**src/rtl/core/cfra_pkg.sv**
```systemverilog
// Package for the circle fit residual accumulator.
// Holds widths, payload structs and the register index codes.
// Used by the channel interfaces and every module of the block.
`default_nettype none

package cfra_pkg;

    // Field widths.
    localparam int COORD_W          = 32;
    localparam int RADIUS_W         = 31;
    localparam int WEIGHT_W         = 17;
    localparam int WEIGHT_FRAC_BITS = 16;
    localparam int RES_W            = 63;

    // Datapath widths.
    localparam int MAG_W       = COORD_W;              // |point - centre| per axis
    localparam int SQ_W        = 2 * MAG_W;            // square of one axis
    localparam int ROOT_W      = 34;                   // root of a sum below 2^66
    localparam int RADICAND_W  = 2 * ROOT_W;           // padded sum of squares
    localparam int REM_W       = ROOT_W + 4;           // partial remainder
    localparam int ROOT_STEPS  = ROOT_W;               // one root bit per step
    localparam int STEP_W      = $clog2(ROOT_STEPS);
    localparam int HALF_W      = 32;                   // partial product split
    localparam int PLO_W       = HALF_W + WEIGHT_FRAC_BITS;
    localparam int PHI_W       = (RES_W - HALF_W) + WEIGHT_FRAC_BITS;

    // Queue between front and back.
    localparam int QUEUE_DEPTH = 2;
    localparam int QPTR_W      = (QUEUE_DEPTH > 1) ? $clog2(QUEUE_DEPTH) : 1;
    localparam int QCNT_W      = $clog2(QUEUE_DEPTH + 1);

    // Configuration port.
    localparam int CFG_IDX_W  = 2;
    localparam int CFG_DATA_W = 32;

    localparam logic [WEIGHT_W-1:0] WEIGHT_ONE = WEIGHT_W'(1) << WEIGHT_FRAC_BITS;
    localparam logic [RES_W-1:0]    RES_MAX    = {RES_W{1'b1}};

    // Register index codes.
    typedef enum logic [CFG_IDX_W-1:0] {
        CFG_CENTER_X  = 2'd0,
        CFG_CENTER_Y  = 2'd1,
        CFG_RADIUS    = 2'd2,
        CFG_WEIGHTING = 2'd3
    } cfg_idx_t;

    // One input point.
    typedef struct packed {
        logic signed [COORD_W-1:0] point_x;
        logic signed [COORD_W-1:0] point_y;
        logic [WEIGHT_W-1:0]       point_weight;
        logic                      last_point;
    } point_t;

    // One result item.
    typedef struct packed {
        logic [RES_W-1:0] squared_residual;
        logic [RES_W-1:0] residual_sum;
        logic             sum_final;
    } result_t;

    // Work handed from the front to the back through the queue.
    typedef struct packed {
        logic [SQ_W-1:0]     sq_x;
        logic [SQ_W-1:0]     sq_y;
        logic [WEIGHT_W-1:0] weight;
        logic                last;
    } work_t;

endpackage

`default_nettype wire

```
**src/rtl/core/cfra_if.sv**
```systemverilog
// Channel interfaces of the circle fit residual accumulator.
// Point, result and configuration channels; depends on cfra_pkg.
`default_nettype none

interface cfra_point_if;
    import cfra_pkg::*;

    logic   valid;
    logic   ready;
    point_t data;

    modport source (output valid, output data, input ready);
    modport sink (input valid, input data, output ready);
endinterface


interface cfra_cfg_if;
    import cfra_pkg::*;

    logic                  valid;
    logic                  ready;
    logic [CFG_IDX_W-1:0]  index;
    logic [CFG_DATA_W-1:0] wdata;

    modport source (output valid, output index, output wdata, input ready);
    modport sink (input valid, input index, input wdata, output ready);
endinterface

`default_nettype wire

```
**src/rtl/core/cfra_front.sv**
```systemverilog
// Front end: configuration registers and a three stage pipeline that takes
// points, forms the per axis squared offsets and the effective weight.
// Depends on cfra_pkg and cfra_if.
`default_nettype none

module cfra_front (
    input  wire logic                             clk,
    input  wire logic                             rst_n,
    cfra_point_if.sink                            point,
    cfra_cfg_if.sink                              cfg,
    output logic                                  push_valid,
    output cfra_pkg::work_t                       push_data,
    input  wire logic                             push_ready,
    output logic [cfra_pkg::RADIUS_W-1:0]         radius
);
    import cfra_pkg::*;

    logic signed [COORD_W-1:0] center_x_reg;
    logic signed [COORD_W-1:0] center_y_reg;
    logic [RADIUS_W-1:0]       radius_reg;
    logic                      weighting_reg;

    logic                      s1_valid_reg;
    point_t                    s1_point_reg;
    logic                      s2_valid_reg;
    logic [MAG_W-1:0]          s2_mx_reg;
    logic [MAG_W-1:0]          s2_my_reg;
    logic [WEIGHT_W-1:0]       s2_weight_reg;
    logic                      s2_last_reg;
    logic                      s3_valid_reg;
    work_t                     s3_work_reg;

    logic                      s1_ready;
    logic                      s2_ready;
    logic                      s3_ready;
    logic [COORD_W:0]          dx;
    logic [COORD_W:0]          dy;
    logic [COORD_W:0]          dx_abs;
    logic [COORD_W:0]          dy_abs;
    logic [WEIGHT_W-1:0]       weight_clamped;
    logic [WEIGHT_W-1:0]       weight_eff;

    // Configuration writes are always taken.
    assign cfg.ready = 1'b1;
    assign radius    = radius_reg;

    always_ff @(posedge clk or negedge rst_n)
    begin
        if (!rst_n)
        begin
            center_x_reg  <= '0;
            center_y_reg  <= '0;
            radius_reg    <= '0;
            weighting_reg <= 1'b0;
        end
        else if (cfg.valid)
        begin
            unique case (cfg_idx_t'(cfg.index))
                CFG_CENTER_X:  center_x_reg  <= cfg.wdata[COORD_W-1:0];
                CFG_CENTER_Y:  center_y_reg  <= cfg.wdata[COORD_W-1:0];
                CFG_RADIUS:    radius_reg    <= cfg.wdata[RADIUS_W-1:0];
                CFG_WEIGHTING: weighting_reg <= cfg.wdata[0];
            endcase
        end
    end

    // A stage takes new data when it is empty or its content moves on.
    assign s3_ready    = !s3_valid_reg || push_ready;
    assign s2_ready    = !s2_valid_reg || s3_ready;
    assign s1_ready    = !s1_valid_reg || s2_ready;
    assign point.ready = s1_ready;

    // Exact offsets from the centre and their magnitudes.
    assign dx     = {s1_point_reg.point_x[COORD_W-1], s1_point_reg.point_x}
                  - {center_x_reg[COORD_W-1], center_x_reg};
    assign dy     = {s1_point_reg.point_y[COORD_W-1], s1_point_reg.point_y}
                  - {center_y_reg[COORD_W-1], center_y_reg};
    assign dx_abs = dx[COORD_W] ? (~dx + 1'b1) : dx;
    assign dy_abs = dy[COORD_W] ? (~dy + 1'b1) : dy;

    // Weights above one are clamped; with weighting off every point counts once.
    assign weight_clamped = (s1_point_reg.point_weight > WEIGHT_ONE) ?
                            WEIGHT_ONE : s1_point_reg.point_weight;
    assign weight_eff     = weighting_reg ? weight_clamped : WEIGHT_ONE;

    // Pipeline valid bits.
    always_ff @(posedge clk or negedge rst_n)
    begin
        if (!rst_n)
        begin
            s1_valid_reg <= 1'b0;
            s2_valid_reg <= 1'b0;
            s3_valid_reg <= 1'b0;
        end
        else
        begin
            if (s1_ready)
            begin
                s1_valid_reg <= point.valid;
            end
            if (s2_ready)
            begin
                s2_valid_reg <= s1_valid_reg;
            end
            if (s3_ready)
            begin
                s3_valid_reg <= s2_valid_reg;
            end
        end
    end

    // Pipeline payload.
    always_ff @(posedge clk)
    begin
        if (s1_ready && point.valid)
        begin
            s1_point_reg <= point.data;
        end
        if (s2_ready && s1_valid_reg)
        begin
            s2_mx_reg     <= dx_abs[MAG_W-1:0];
            s2_my_reg     <= dy_abs[MAG_W-1:0];
            s2_weight_reg <= weight_eff;
            s2_last_reg   <= s1_point_reg.last_point;
        end
        if (s3_ready && s2_valid_reg)
        begin
            s3_work_reg.sq_x   <= SQ_W'(s2_mx_reg) * SQ_W'(s2_mx_reg);
            s3_work_reg.sq_y   <= SQ_W'(s2_my_reg) * SQ_W'(s2_my_reg);
            s3_work_reg.weight <= s2_weight_reg;
            s3_work_reg.last   <= s2_last_reg;
        end
    end

    assign push_valid = s3_valid_reg;
    assign push_data  = s3_work_reg;

endmodule

`default_nettype wire

```
**src/flat_wrapper.sv**
```systemverilog
// flat-port wrapper written by rule: the top's interface ports become plain ports
module cfra_front_flat import cfra_pkg::*;
  (clk, rst_n, push_valid, push_data, push_ready, radius, point_valid, point_data, point_ready, cfg_valid, cfg_index, cfg_wdata, cfg_ready);
  cfra_point_if point_i ();
  cfra_cfg_if cfg_i ();
  input  wire logic clk;
  input  wire logic rst_n;
  output logic push_valid;
  output cfra_pkg::work_t push_data;
  input  wire logic push_ready;
  output logic [cfra_pkg::RADIUS_W-1:0] radius;
  input wire logic [$bits(point_i.valid)-1:0] point_valid;
  input wire logic [$bits(point_i.data)-1:0] point_data;
  output wire logic [$bits(point_i.ready)-1:0] point_ready;
  input wire logic [$bits(cfg_i.valid)-1:0] cfg_valid;
  input wire logic [$bits(cfg_i.index)-1:0] cfg_index;
  input wire logic [$bits(cfg_i.wdata)-1:0] cfg_wdata;
  output wire logic [$bits(cfg_i.ready)-1:0] cfg_ready;
  assign point_i.valid = point_valid;
  assign point_i.data = point_data;
  assign point_ready = point_i.ready;
  assign cfg_i.valid = cfg_valid;
  assign cfg_i.index = cfg_index;
  assign cfg_i.wdata = cfg_wdata;
  assign cfg_ready = cfg_i.ready;
  cfra_front u_core (.clk(clk), .rst_n(rst_n), .point(point_i), .cfg(cfg_i), .push_valid(push_valid), .push_data(push_data), .push_ready(push_ready), .radius(radius));
endmodule
```
**config.mk**
```make
export PLATFORM = sky130hd
export DESIGN_NAME = cfra_front_flat
export DESIGN_NICKNAME = d
export VERILOG_FILES = /design/src/rtl/core/cfra_pkg.sv /design/src/rtl/core/cfra_if.sv /design/src/rtl/core/cfra_front.sv /design/src/flat_wrapper.sv
export SDC_FILE = /design/constraint.sdc
export NUM_CORES = 2
export LEC_CHECK = 0
export BUFFER_PORTS_ARGS = -buffer_cell sky130_fd_sc_hd__buf_4
export CORE_ASPECT_RATIO = 1.4
export CORE_MARGIN = 2
export CORE_UTILIZATION = 50
export CTS_CLUSTER_SIZE = 16
export DETAILED_ROUTE_END_ITERATION = 8
export PLACE_DENSITY_LB_ADDON = 0.25
export SLEW_MARGIN = 20
export SYNTH_ARGS = -nofsm -noshare
export SYNTH_HDL_FRONTEND = slang
export SYNTH_SLANG_ARGS = --single-unit
```
**constraint.sdc**
```tcl
create_clock -name clk -period 21.3 [get_ports clk]
set_clock_uncertainty 0.15 [all_clocks]
set_input_delay 2.13 -clock clk [delete_from_list [all_inputs] [get_ports clk]]
set_output_delay 2.13 -clock clk [all_outputs]
set_load 0.1 [all_outputs]
```
==> impl_metrics.toml <==
[yosys]
syn_area_per_cell_um2 = 9.93
synthFlopType = "edfxtp_1"
synth_top_area_cell = "fa_1"
ys_ff_latch = 407
synth.distinct_cells = 89
syn-instance-count = 7739
ys_async_sr_fraction_pct = 24.3
synth_top_area_share_pct = 41.4
synth_edf_count = 308
yosysSeqAreaShare_pct = 15.3
syn_area_um2 = 76900
synth_area_leaders = "fa_1 (41%), edfxtp_1 (12%), ha_1 (11%)"
ys_warn_count = 0

[floorplanning]
initial_core_util_pct = 50.3
row_count = 170
io-pin-count = 301
die_h_um = 468
die-area_um2 = 157000
fp.dieW_um = 335
core_um2 = 153000

[finish]
drive_gt1_share_pct = 7.36
syn2layout_area_growth_pct = 7.62
fillerInstances = 13600
final_nets = 10200
layout_commonest_cell = "inv_1"
largest_register_ffs = 144
insertedDiodeCount = 0
layout_common_cells = "inv_1 (2038), fa_1 (1588), ha_1 (656), nand2_1 (645), and2_1 (478)"

[clock_network]
postCtsHoldBufs = 0
cts_tree = "done"
cts_sinks = 407
clk_pin_slew_ns = 0.06
cts_resized = 0
h-tree-depth = 2
cts_setup_buffers = 0
cts_root_buffer = "clkbuf_16"
cts-buffers-inserted = 46
clock_latency_ns = 0.67
clock_path_buffers = 3

[routing]
ant_nets = 0
wirelength_um = 211000
viasPerCell = 5.40
wl_per_cell_um = 21.3
drt_iter0_markers = 3311
drc = 0
drt-pass1-iter-count = 5
via_count = 53500

[timing]
slew_headroom_pct = 19.5
holdWs_ns = 0.268
slew_violations = 0
period_share_pct = 46.0
min_period_ns = 9.79
hold_violations = 0
max_freq_mhz = 102
finalSetupTns_ns = 0
rsz0062_at_grt = "false"
worstMarginPinSlew_ns = 1.19
finalSetupViolCount = 0

[status]
status = "finished, final reports clean"

[global_route]
grt_pass1_vias = 59900
grt.overflow.total = 0
gr-usage-all-layers_pct = 27.8
grt_pass1_wl_um = 332000
antenna_found_initial = 9
grt_max_degree = 75

[critical_path]
cp_top_family = "adder cells"
crit_fanout = 27
end_kind = "flip-flop"
crit_slowest_cell = "o21ai_0"
critPathBufInv = 4
worst_path_largest_cell_delay_ns = 0.94
path_common_cell = "fa_1"
cp.required_ns = 21.56
arrival_ns = 10.05
start_kind = "flip-flop"
path_class = "flip-flop to flip-flop"

[flow_run]
drv_cap = 0

[hold_path]
worst_hold_path_type = "flip-flop to flip-flop"

[place]
dpl.hpwl_um = 170000
routabilityCongestion = 0.947
port_buffers = 297
[layer usage]
metal | part of all wire, % | global-route usage [%] | wire [um]
met5 | 0.0062 | 0 | 13
met4 | 5.7 | 13.8 | 12100
met3 | 5.8 | 3.77 | 12200
met2 | 53 | 51.1 | 111000
met1 | 36 | 31.6 | 75400
[stage by stage]
stage | utilization, % | worst slack (ns) | std cells | area [um2]
3_3_place_gp | 53.0 | 10.48 | 9808 | 81100
5_1_grt | 54.1 | 11.24 | 9894 | 82700
6_report | 54.1 | 11.51 | 9894 | 82700
4_1_cts | 54.1 | 11.56 | 9894 | 82700
2_1_floorplan | - | 13.20 | 7740 | 76900
3_5_place_dp | 53.0 | 11.61 | 9809 | 81100
[logic make-up after synthesis]
kind of cell	synth area share, %
AOI/OAI and AO/OA	6.37
xor gates and xnor gates	3.46
adders and majority gates	52.0
buffers and inverters	11.4
DFF	15.3
muxes	1.10
other	0.00977
and+or+nand+nor	10.4
[path summary, 6_finish.rpt]
path	start	to	slack [ns]	cells past startpoint
max	u_core.s2_my_reg[16]$_DFFE_PP_	u_core.push_data[81]$_DFFE_PP_	11.51	25
min	u_core.s2_weight_reg[2]$_SDFFCE_PP0P_	u_core.push_data[3]$_DFFE_PP_	0.27	0
max reg2reg	u_core.s2_my_reg[16]$_DFFE_PP_	u_core.push_data[81]$_DFFE_PP_	11.51	25
min reg2reg	u_core.s2_weight_reg[2]$_SDFFCE_PP0P_	u_core.push_data[3]$_DFFE_PP_	0.27	0
max in group asynchronous	rst_n	u_core.center_x_reg[1]$_DFFE_PN0P_	18.46	2
min in group asynchronous	rst_n	u_core.radius[28]$_DFFE_PN0P_	1.21	1
[cell usage after synthesis (all sizes together) (31+ instances only)]
cell type  count
dfrtp         99
and3          31
o21a          33
a31oi         41
and2         481
mux2          69
nand2        645
a21o         109
o21bai        36
xnor2        170
o21ai        162
nor2b         36
ha           656
a21oi        224
nor2         208
fa          1588
nor3          32
nand3         48
clkbuf       266
xor2         133
edfxtp       308
nand4         33
inv         2040
[final cells by class]
| class | count | area [um2] | area share, % |
|---|---|---|---|
| sequential | 407 | 11700 | 14.2 |
| clock inverter | 25 | 329 | 0.398 |
| timing repair buffer | 377 | 2830 | 3.42 |
| tap | 1978 | 2470 | 2.99 |
| multi-input combinational | 5005 | 56400 | 68.2 |
| inverter | 2042 | 7660 | 9.26 |
| clock buffer | 60 | 1280 | 1.55 |
Power is not shown: default switching activity piles up to over one toggle a cycle in this logic, so the estimate is an artifact.
