## src/rtl/core/cfra_pkg.sv

```systemverilog
// Package for the circle fit residual accumulator.
// Holds widths, payload structs and the register index codes.
// Used by the channel interfaces and every module of the block.
`default_nettype none

package cfra_pkg;

    // Field widths.
    localparam int COORD_W          = 32;
    localparam int RADIUS_W         = 31;
    localparam int WEIGHT_W         = 17;
    localparam int WEIGHT_FRAC_BITS = 16;
    localparam int RES_W            = 63;

    // Datapath widths.
    localparam int MAG_W       = COORD_W;              // |point - centre| per axis
    localparam int SQ_W        = 2 * MAG_W;            // square of one axis
    localparam int ROOT_W      = 34;                   // root of a sum below 2^66
    localparam int RADICAND_W  = 2 * ROOT_W;           // padded sum of squares
    localparam int REM_W       = ROOT_W + 4;           // partial remainder
    localparam int ROOT_STEPS  = ROOT_W;               // one root bit per step
    localparam int STEP_W      = $clog2(ROOT_STEPS);
    localparam int HALF_W      = 32;                   // partial product split
    localparam int PLO_W       = HALF_W + WEIGHT_FRAC_BITS;
    localparam int PHI_W       = (RES_W - HALF_W) + WEIGHT_FRAC_BITS;

    // Queue between front and back.
    localparam int QUEUE_DEPTH = 2;
    localparam int QPTR_W      = (QUEUE_DEPTH > 1) ? $clog2(QUEUE_DEPTH) : 1;
    localparam int QCNT_W      = $clog2(QUEUE_DEPTH + 1);

    // Configuration port.
    localparam int CFG_IDX_W  = 2;
    localparam int CFG_DATA_W = 32;

    localparam logic [WEIGHT_W-1:0] WEIGHT_ONE = WEIGHT_W'(1) << WEIGHT_FRAC_BITS;
    localparam logic [RES_W-1:0]    RES_MAX    = {RES_W{1'b1}};

    // Register index codes.
    typedef enum logic [CFG_IDX_W-1:0] {
        CFG_CENTER_X  = 2'd0,
        CFG_CENTER_Y  = 2'd1,
        CFG_RADIUS    = 2'd2,
        CFG_WEIGHTING = 2'd3
    } cfg_idx_t;

    // One input point.
    typedef struct packed {
        logic signed [COORD_W-1:0] point_x;
        logic signed [COORD_W-1:0] point_y;
        logic [WEIGHT_W-1:0]       point_weight;
        logic                      last_point;
    } point_t;

    // One result item.
    typedef struct packed {
        logic [RES_W-1:0] squared_residual;
        logic [RES_W-1:0] residual_sum;
        logic             sum_final;
    } result_t;

    // Work handed from the front to the back through the queue.
    typedef struct packed {
        logic [SQ_W-1:0]     sq_x;
        logic [SQ_W-1:0]     sq_y;
        logic [WEIGHT_W-1:0] weight;
        logic                last;
    } work_t;

endpackage

`default_nettype wire

```

## src/rtl/core/cfra_queue.sv

```systemverilog
// Short first-in first-out queue of work items between front and back.
// Depends on cfra_pkg.
`default_nettype none

module cfra_queue (
    input  wire logic              clk,
    input  wire logic              rst_n,
    input  wire logic              push_valid,
    input  wire cfra_pkg::work_t   push_data,
    output logic                   push_ready,
    output logic                   pop_valid,
    output cfra_pkg::work_t        pop_data,
    input  wire logic              pop_ready
);
    import cfra_pkg::*;

    work_t             mem_reg [QUEUE_DEPTH];
    logic [QPTR_W-1:0] wr_ptr_reg;
    logic [QPTR_W-1:0] rd_ptr_reg;
    logic [QCNT_W-1:0] count_reg;
    logic              do_push;
    logic              do_pop;

    assign push_ready = (count_reg != QCNT_W'(QUEUE_DEPTH));
    assign pop_valid  = (count_reg != '0);
    assign pop_data   = mem_reg[rd_ptr_reg];
    assign do_push    = push_valid && push_ready;
    assign do_pop     = pop_valid && pop_ready;

    // Pointers and fill count.
    always_ff @(posedge clk or negedge rst_n)
    begin
        if (!rst_n)
        begin
            wr_ptr_reg <= '0;
            rd_ptr_reg <= '0;
            count_reg  <= '0;
        end
        else
        begin
            if (do_push)
            begin
                wr_ptr_reg <= (wr_ptr_reg == QPTR_W'(QUEUE_DEPTH - 1)) ?
                              '0 : wr_ptr_reg + 1'b1;
            end
            if (do_pop)
            begin
                rd_ptr_reg <= (rd_ptr_reg == QPTR_W'(QUEUE_DEPTH - 1)) ?
                              '0 : rd_ptr_reg + 1'b1;
            end
            if (do_push && !do_pop)
            begin
                count_reg <= count_reg + 1'b1;
            end
            else if (do_pop && !do_push)
            begin
                count_reg <= count_reg - 1'b1;
            end
        end
    end

    // Entry storage.
    always_ff @(posedge clk)
    begin
        if (do_push)
        begin
            mem_reg[wr_ptr_reg] <= push_data;
        end
    end

endmodule

`default_nettype wire

```

## config.mk

```make
export PLATFORM = sky130hd
export DESIGN_NAME = cfra_queue
export DESIGN_NICKNAME = d
export VERILOG_FILES = /design/src/rtl/core/cfra_pkg.sv /design/src/rtl/core/cfra_queue.sv
export SDC_FILE = /design/constraint.sdc
export NUM_CORES = 1
export LEC_CHECK = 0
export BUFFER_PORTS_ARGS = -buffer_cell sky130_fd_sc_hd__buf_2
export CORE_MARGIN = 2
export CORE_UTILIZATION = 26
export CTS_CLUSTER_SIZE = 25
export DETAILED_ROUTE_END_ITERATION = 7
export GPL_TIMING_DRIVEN = 0
export SETUP_SLACK_MARGIN = 0.4
export SYNTH_ARGS = -nofsm -noshare
export SYNTH_HDL_FRONTEND = slang
export SYNTH_SLANG_ARGS = --single-unit
```

## constraint.sdc

```tcl
create_clock -name clk -period 17.4 [get_ports clk]
set_input_delay 1.74 -clock clk [delete_from_list [all_inputs] [get_ports clk]]
set_output_delay 1.74 -clock clk [all_outputs]
set_load 0.01 [all_outputs]
```

==> impl_metrics.csv, run 1 <==
group,metric,value,unit
status,outcome,"finished clean",
grt,grt_pass1_wl,34100,um
finish,nNetsFinal,960,
route,antenna_left,0,
synthesis,synth_cell_type_count,14,
route,drc,0,
floorplan,dieArea,43100,um2
clocking,cts-root-buf,"clkbuf_16",
power,cellLeakagePower,5.17,nW
synthesis,syn_nets,623,
timing,max_freq,276,MHz
clocking,h-tree-depth,1,
setup_path,crit_type,"register to output port",
timing,min_period_over_period,0.208,
grt,track_usage,0.101,
synthesis,yosysWarnings,0,
clocking,cts_hold_buf,0,
timing,setup_ws,13780,ps
worst_hold_path,hold_class,"register to register",
synthesis,synth-seq-cells,296,
finish,drive_gt1_frac,0.615,
clocking,path_clk_slew,60,ps
setup_path,crit_start,"rd_ptr_reg",
finish,largest_reg_flops,292,
route,dr.first_iter.drc_count,212,
setup_path,worst-path-max-fanout,10,
setup_path,cp-endpoint,"pop_data[20]",
setup_path,ff2ff_setup_slack,15150,ps
floorplan,die_h,208,um
finish,areaGrowthSynthToFinish,30.4,%
floorplan,fp-row-count,74,
grt,grt_max_degree,59,
clocking,cts_num_sinks,296,
grt,grt_pass1_vias,5918,
floorplan,die_w,208,um
setup_path,reg2reg_from,"count_reg[0]",
route,vias_per_cell,4.07,
clocking,postCtsSetupBuffers,0,
synthesis,yosysSeqAreaShare,0.823,
setup_path,cp.arrival,1880,ps
timing,worst_slew_pin_slew,615,ps
placed_design,gp_congestion,0.692,
route,drt_pass1_iterations,4,
timing,rsz0062_at_grt,"false",
clocking,ctsResizeCount,0,
power,power_density,167,nW/um2
clocking,insertion_delay,560,ps
grt,antenna_found_initial,4,
route,vias,5559,
timing,setup_viol,0,
clocking,cts_tree,"done",
timing,min_period,3620,ps
clocking,cts_buffers,31,
timing,finClkSkew,6.55,ps
placed_design,io_buffers,297,
power,total_power,2.35,mW
power,vdd_drop_max,0.0000802,V
setup_path,r2r-end,"mem_reg[0][56]",
placed_design,dpl_cell_area,13100,um2
synthesis,synthCells,472,
placed_design,dp.final_hpwl,15400,um
timing,tns,0,ps
placed_design,place_ws,13820,ps
clocking,clock_path_buffers,3,
route,drt-wirelength-per-cell,16.5,um
setup_path,start_kind,"register",
grt,globalRoute.totalOverflow,0,
run,maxCapViolCount,0,
floorplan,coreArea,40900,um2
timing,slew_headroom,0.590,
setup_path,rr_worst_depth,6,
finish,fin_area,14100,um2
timing,finalHoldViolations,0,
timing,drv_slew,0,
setup_path,critPathCaptureType,"output port",
route,routed_wl,22500,um
floorplan,io_pins,298,
synthesis,syn_avg_cell_area,22.8,um2
synthesis,synthesis.area,10800,um2
floorplan,start_util,0.263,
setup_path,worst-endpoint-required,15660,ps
## through the flow
step | util | hold WS (ps) | std cells
global placement | 0.316 | 478 | 1301
finish | 0.344 | 487 | 1367
floorplan | - | 456 | 472
CTS | 0.343 | 489 | 1364
detailed placement | 0.320 | 477 | 1308
global route | 0.344 | 525 | 1367
## synth_stat cells
| library cell | count | area, um2 |
|---|---|---|
| xor2_1 | 2 | 17.5 |
| or2_2 | 1 | 6.26 |
| ha_1 | 1 | 12.5 |
| edfxtp_1 | 292 | 8770 |
| xnor2_1 | 3 | 26.3 |
| dfrtp_1 | 4 | 100 |
| buf_2 | 1 | 5.00 |
| nor2_1 | 2 | 7.51 |
| inv_1 | 1 | 3.75 |
| mux2_2 | 146 | 1640 |
| buf_6 | 15 | 169 |
| nand2_1 | 2 | 7.51 |
| and3_1 | 1 | 6.26 |
| nand2b_1 | 1 | 6.26 |
## per-layer routing
metal / vias to the layer above / share of wire / GRT usage
met1: 2768 / 0.38 / 0.114
met2: 183 / 0.51 / 0.176
li1: 2564 / - / -
met3: 42 / 0.076 / 0.0356
met5: - / 0.00058 / 0
met4: 2 / 0.032 / 0.0406
## cells by family (layout without fill, tap and decap cells)
| family | Yosys count | after routing | share of synthesized area |
|---|---|---|---|
| flip-flops | 296 | 296 | 0.823 |
| XOR/XNOR | 5 | 5 | 0.00406 |
| adder cells (fa/ha/maj) | 1 | 1 | 0.00116 |
| AND/OR/NAND/NOR | 7 | 7 | 0.00314 |
| other | 0 | 3 | 0 |
| multiplexers | 146 | 146 | 0.153 |
| buffers and inverters | 17 | 377 | 0.0165 |
## where the power goes
part           switching (mW)  internal (mW)  leakage, nW
registers              0.0321          0.973         2.76
logic                   0.389          0.338         1.95
clock network           0.264          0.357        0.461
total                   0.685           1.67         5.17
## how the worst min path moves through the flow
stage                       startpoint           end  slack (ps)  depth (start not counted)
after detailed placement  count_reg[1]  count_reg[1]         480                          1
after floorplan           count_reg[1]  count_reg[1]         460                          1
final                     count_reg[1]  count_reg[1]         490                          1
after CTS                 count_reg[1]  count_reg[1]         490                          1
after global routing      count_reg[1]  count_reg[1]         530                          1
after global placement    count_reg[1]  count_reg[1]         480                          1
## final cells by class
| type | instances | area, um2 |
|---|---|---|
| multi-input combinational | 159 | 1750 |
| tap | 532 | 666 |
| sequential | 296 | 8870 |
| clock buffer | 39 | 806 |
| inverter | 1 | 3.75 |
| fill | 3992 | 26900 |
| clock inverter | 17 | 145 |
| buffer | 16 | 174 |
| timing repair buffer | 304 | 1640 |
| antenna | 3 | 7.51 |
## cells in the final DEF, fill, tap and decap left out, types with 4 or more instances in the layout
master	n
buf_2	298
edfxtp_1	292
mux2_2	146
clkbuf_16	31
buf_6	15
clkbuf_1	8
clkinv_1	5
clkinv_2	5
buf_12	5
dfrtp_1	4
## critical path: stages, from the launching register on
cell and delay (ps):
dfrtp_1 390, buf_6 230, buf_6 200, mux2_2 340, buf_2 150
Power figures use the tool's default switching activity.
==> inputs of run 2 (changes only) <==
==> constraint.sdc (replaced) <==
create_clock -name clk -period 3.75 [get_ports clk]
set_input_delay 0.375 -clock clk [delete_from_list [all_inputs] [get_ports clk]]
set_output_delay 0.375 -clock clk [all_outputs]
set_load 0.01 [all_outputs]
==> impl_metrics.csv, run 2 (same netlist as run 1, synthesis figures left out) <==
group,metric,value,unit
finish,fin_area,14700,um2
setup_path,start_kind,"register",
grt,antenna_found_initial,1,
setup_path,slowest_delay,750,ps
setup_path,worst-endpoint-required,3950,ps
timing,min_period,2350,ps
timing,max_freq,425,MHz
timing,worst_slew_pin_slew,861,ps
clocking,insertion_delay,520,ps
setup_path,crit_start,"count_reg[0]",
power,power_frac_clock,0.281,
timing,min_period_over_period,0.627,
power,total_power,11.3,mW
route,drc,0,
finish,areaGrowthSynthToFinish,36.1,%
finish,largest_reg_flops,292,
setup_path,cp_slowest_cell,"and3_4",
placed_design,dp.final_hpwl,15500,um
power,power.internal,8.03,mW
power,power_density,769,nW/um2
setup_path,crit_chain,"nand2b_1, and3_4, buf_16, buf_16",
power,power_switching,3.25,mW
placed_design,dp_cells,1308,
route,drt-wirelength-per-cell,16.7,um
worst_hold_path,hold_path_startpoint,"push_data[53]",
setup_path,critPathCaptureType,"register",
status,outcome,"finished clean",
grt,grt_max_degree,57,
floorplan,dieArea,43100,um2
floorplan,coreArea,40900,um2
run,maxCapViolCount,0,
finish,postLayoutCoreUtil,0.358,
setup_path,reg2reg_from,"count_reg[0]",
timing,finalHoldViolations,0,
finish,nNetsFinal,1014,
timing,rsz0062_at_grt,"false",
grt,grt_pass1_wl,35600,um
finish,final_common_cell,"buf_2",
timing,finClkSkew,8.82,ps
clocking,cts_num_sinks,296,
placed_design,dpl_cell_area,13100,um2
floorplan,die_w,208,um
placed_design,gp_congestion,0.696,
route,drt_pass1_iterations,4,
finish,drive_gt1_frac,0.585,
timing,slew_headroom,0.426,
clocking,cts_tree,"done",
finish,num-fill-cells,3922,
finish,layout_common_cells,"buf_2 (298), edfxtp_1 (292), mux2_2 (146)",
clocking,cts-root-buf,"clkbuf_16",
timing,whs,38.8,ps
finish,multi_input_area,1750,um2
timing,setup_ws,1400,ps
timing,tns,0,ps
power,cellLeakagePower,5.45,nW
clocking,cts_buffers,34,
timing,setup_viol,0,
worst_hold_path,hold_class,"input pin to register",
floorplan,die_h,208,um
route,vias_per_cell,4.07,
route,routed_wl,23600,um
power,p_sw_frac,0.288,
power,p_seq_frac,0.413,
setup_path,cp_common_cell,"buf_16",
grt,globalRoute.totalOverflow,0,
clocking,h-tree-depth,2,
placed_design,io_buffers,297,
floorplan,io_pins,298,
setup_path,cp.arrival,2560,ps
placed_design,place_ws,1320,ps
finish,seq_area,8870,um2
floorplan,fp-row-count,74,
clocking,path_clk_slew,50,ps
setup_path,crit_type,"register to register",
timing,drv_slew,0,
route,antenna_left,0,
setup_path,worst-path-max-fanout,56,
grt,track_usage,0.108,
route,vias,5754,
floorplan,start_util,0.263,
power,vdd_drop_max,0.000393,V
clocking,clock_path_buffers,3,
grt,grt_pass1_vias,6248,
power,p_comb_frac,0.306,
route,dr.first_iter.drc_count,237,
finish,finalNonFillerCells,1414,
-- run 2: metal layers --
layer,vias to the layer above,GRT usage,share of wire
met5,-,0,0
met4,0,0.0533,0.034
met3,53,0.0349,0.072
met2,199,0.173,0.48
met1,2842,0.131,0.41
li1,2660,-,-
-- run 2: power groups by stage --
stage	combinational, mW	clock, mW	sequential, mW
2_1_floorplan	2.06	0	4.75
3_3_place_gp	3.34	0	4.81
3_5_place_dp	3.50	0	4.74
4_1_cts	3.56	3.30	4.67
5_1_grt	3.73	3.42	4.73
6_report	3.45	3.17	4.66
-- run 2: area by class of cell --
| cell class | instances | share of cell area |
|---|---|---|
| flip-flops and latches | 296 | 0.605 |
| repair buffers | 355 | 0.147 |
| multi-input cells | 159 | 0.119 |
| clock buffers | 41 | 0.0641 |
| well taps | 532 | 0.0454 |
| plain buffers | 16 | 0.0119 |
| clock inverters | 13 | 0.00776 |
| inverters | 1 | 0.000256 |
| diodes | 1 | 0.000171 |
-- run 2: critical path, delay by kind of cell, from the launching register on --
kind	cells	cell delay, ps
and+or+nand+nor	2	930
buffers and inverters	2	600
DFF	1	400
-- run 2: repair_timing --
action,4_1_cts,5_1_grt
hold buffers,51,0
gates resized for setup,0,0
hold endpoints to repair,100,0
buffers inserted,0,0
-- run 2: worst paths after layout --
check | cells past startpoint | end | slack, ps
setup / recovery | 4 | mem_reg[1][13] | 1400
hold / removal | 1 | mem_reg[0][53] | 40
setup reg to reg | 4 | mem_reg[1][13] | 1400
hold reg to reg | 1 | count_reg[1] | 490
max in group asynchronous | 2 | count_reg[1] | 3420
min in group asynchronous | 2 | wr_ptr_reg | 200
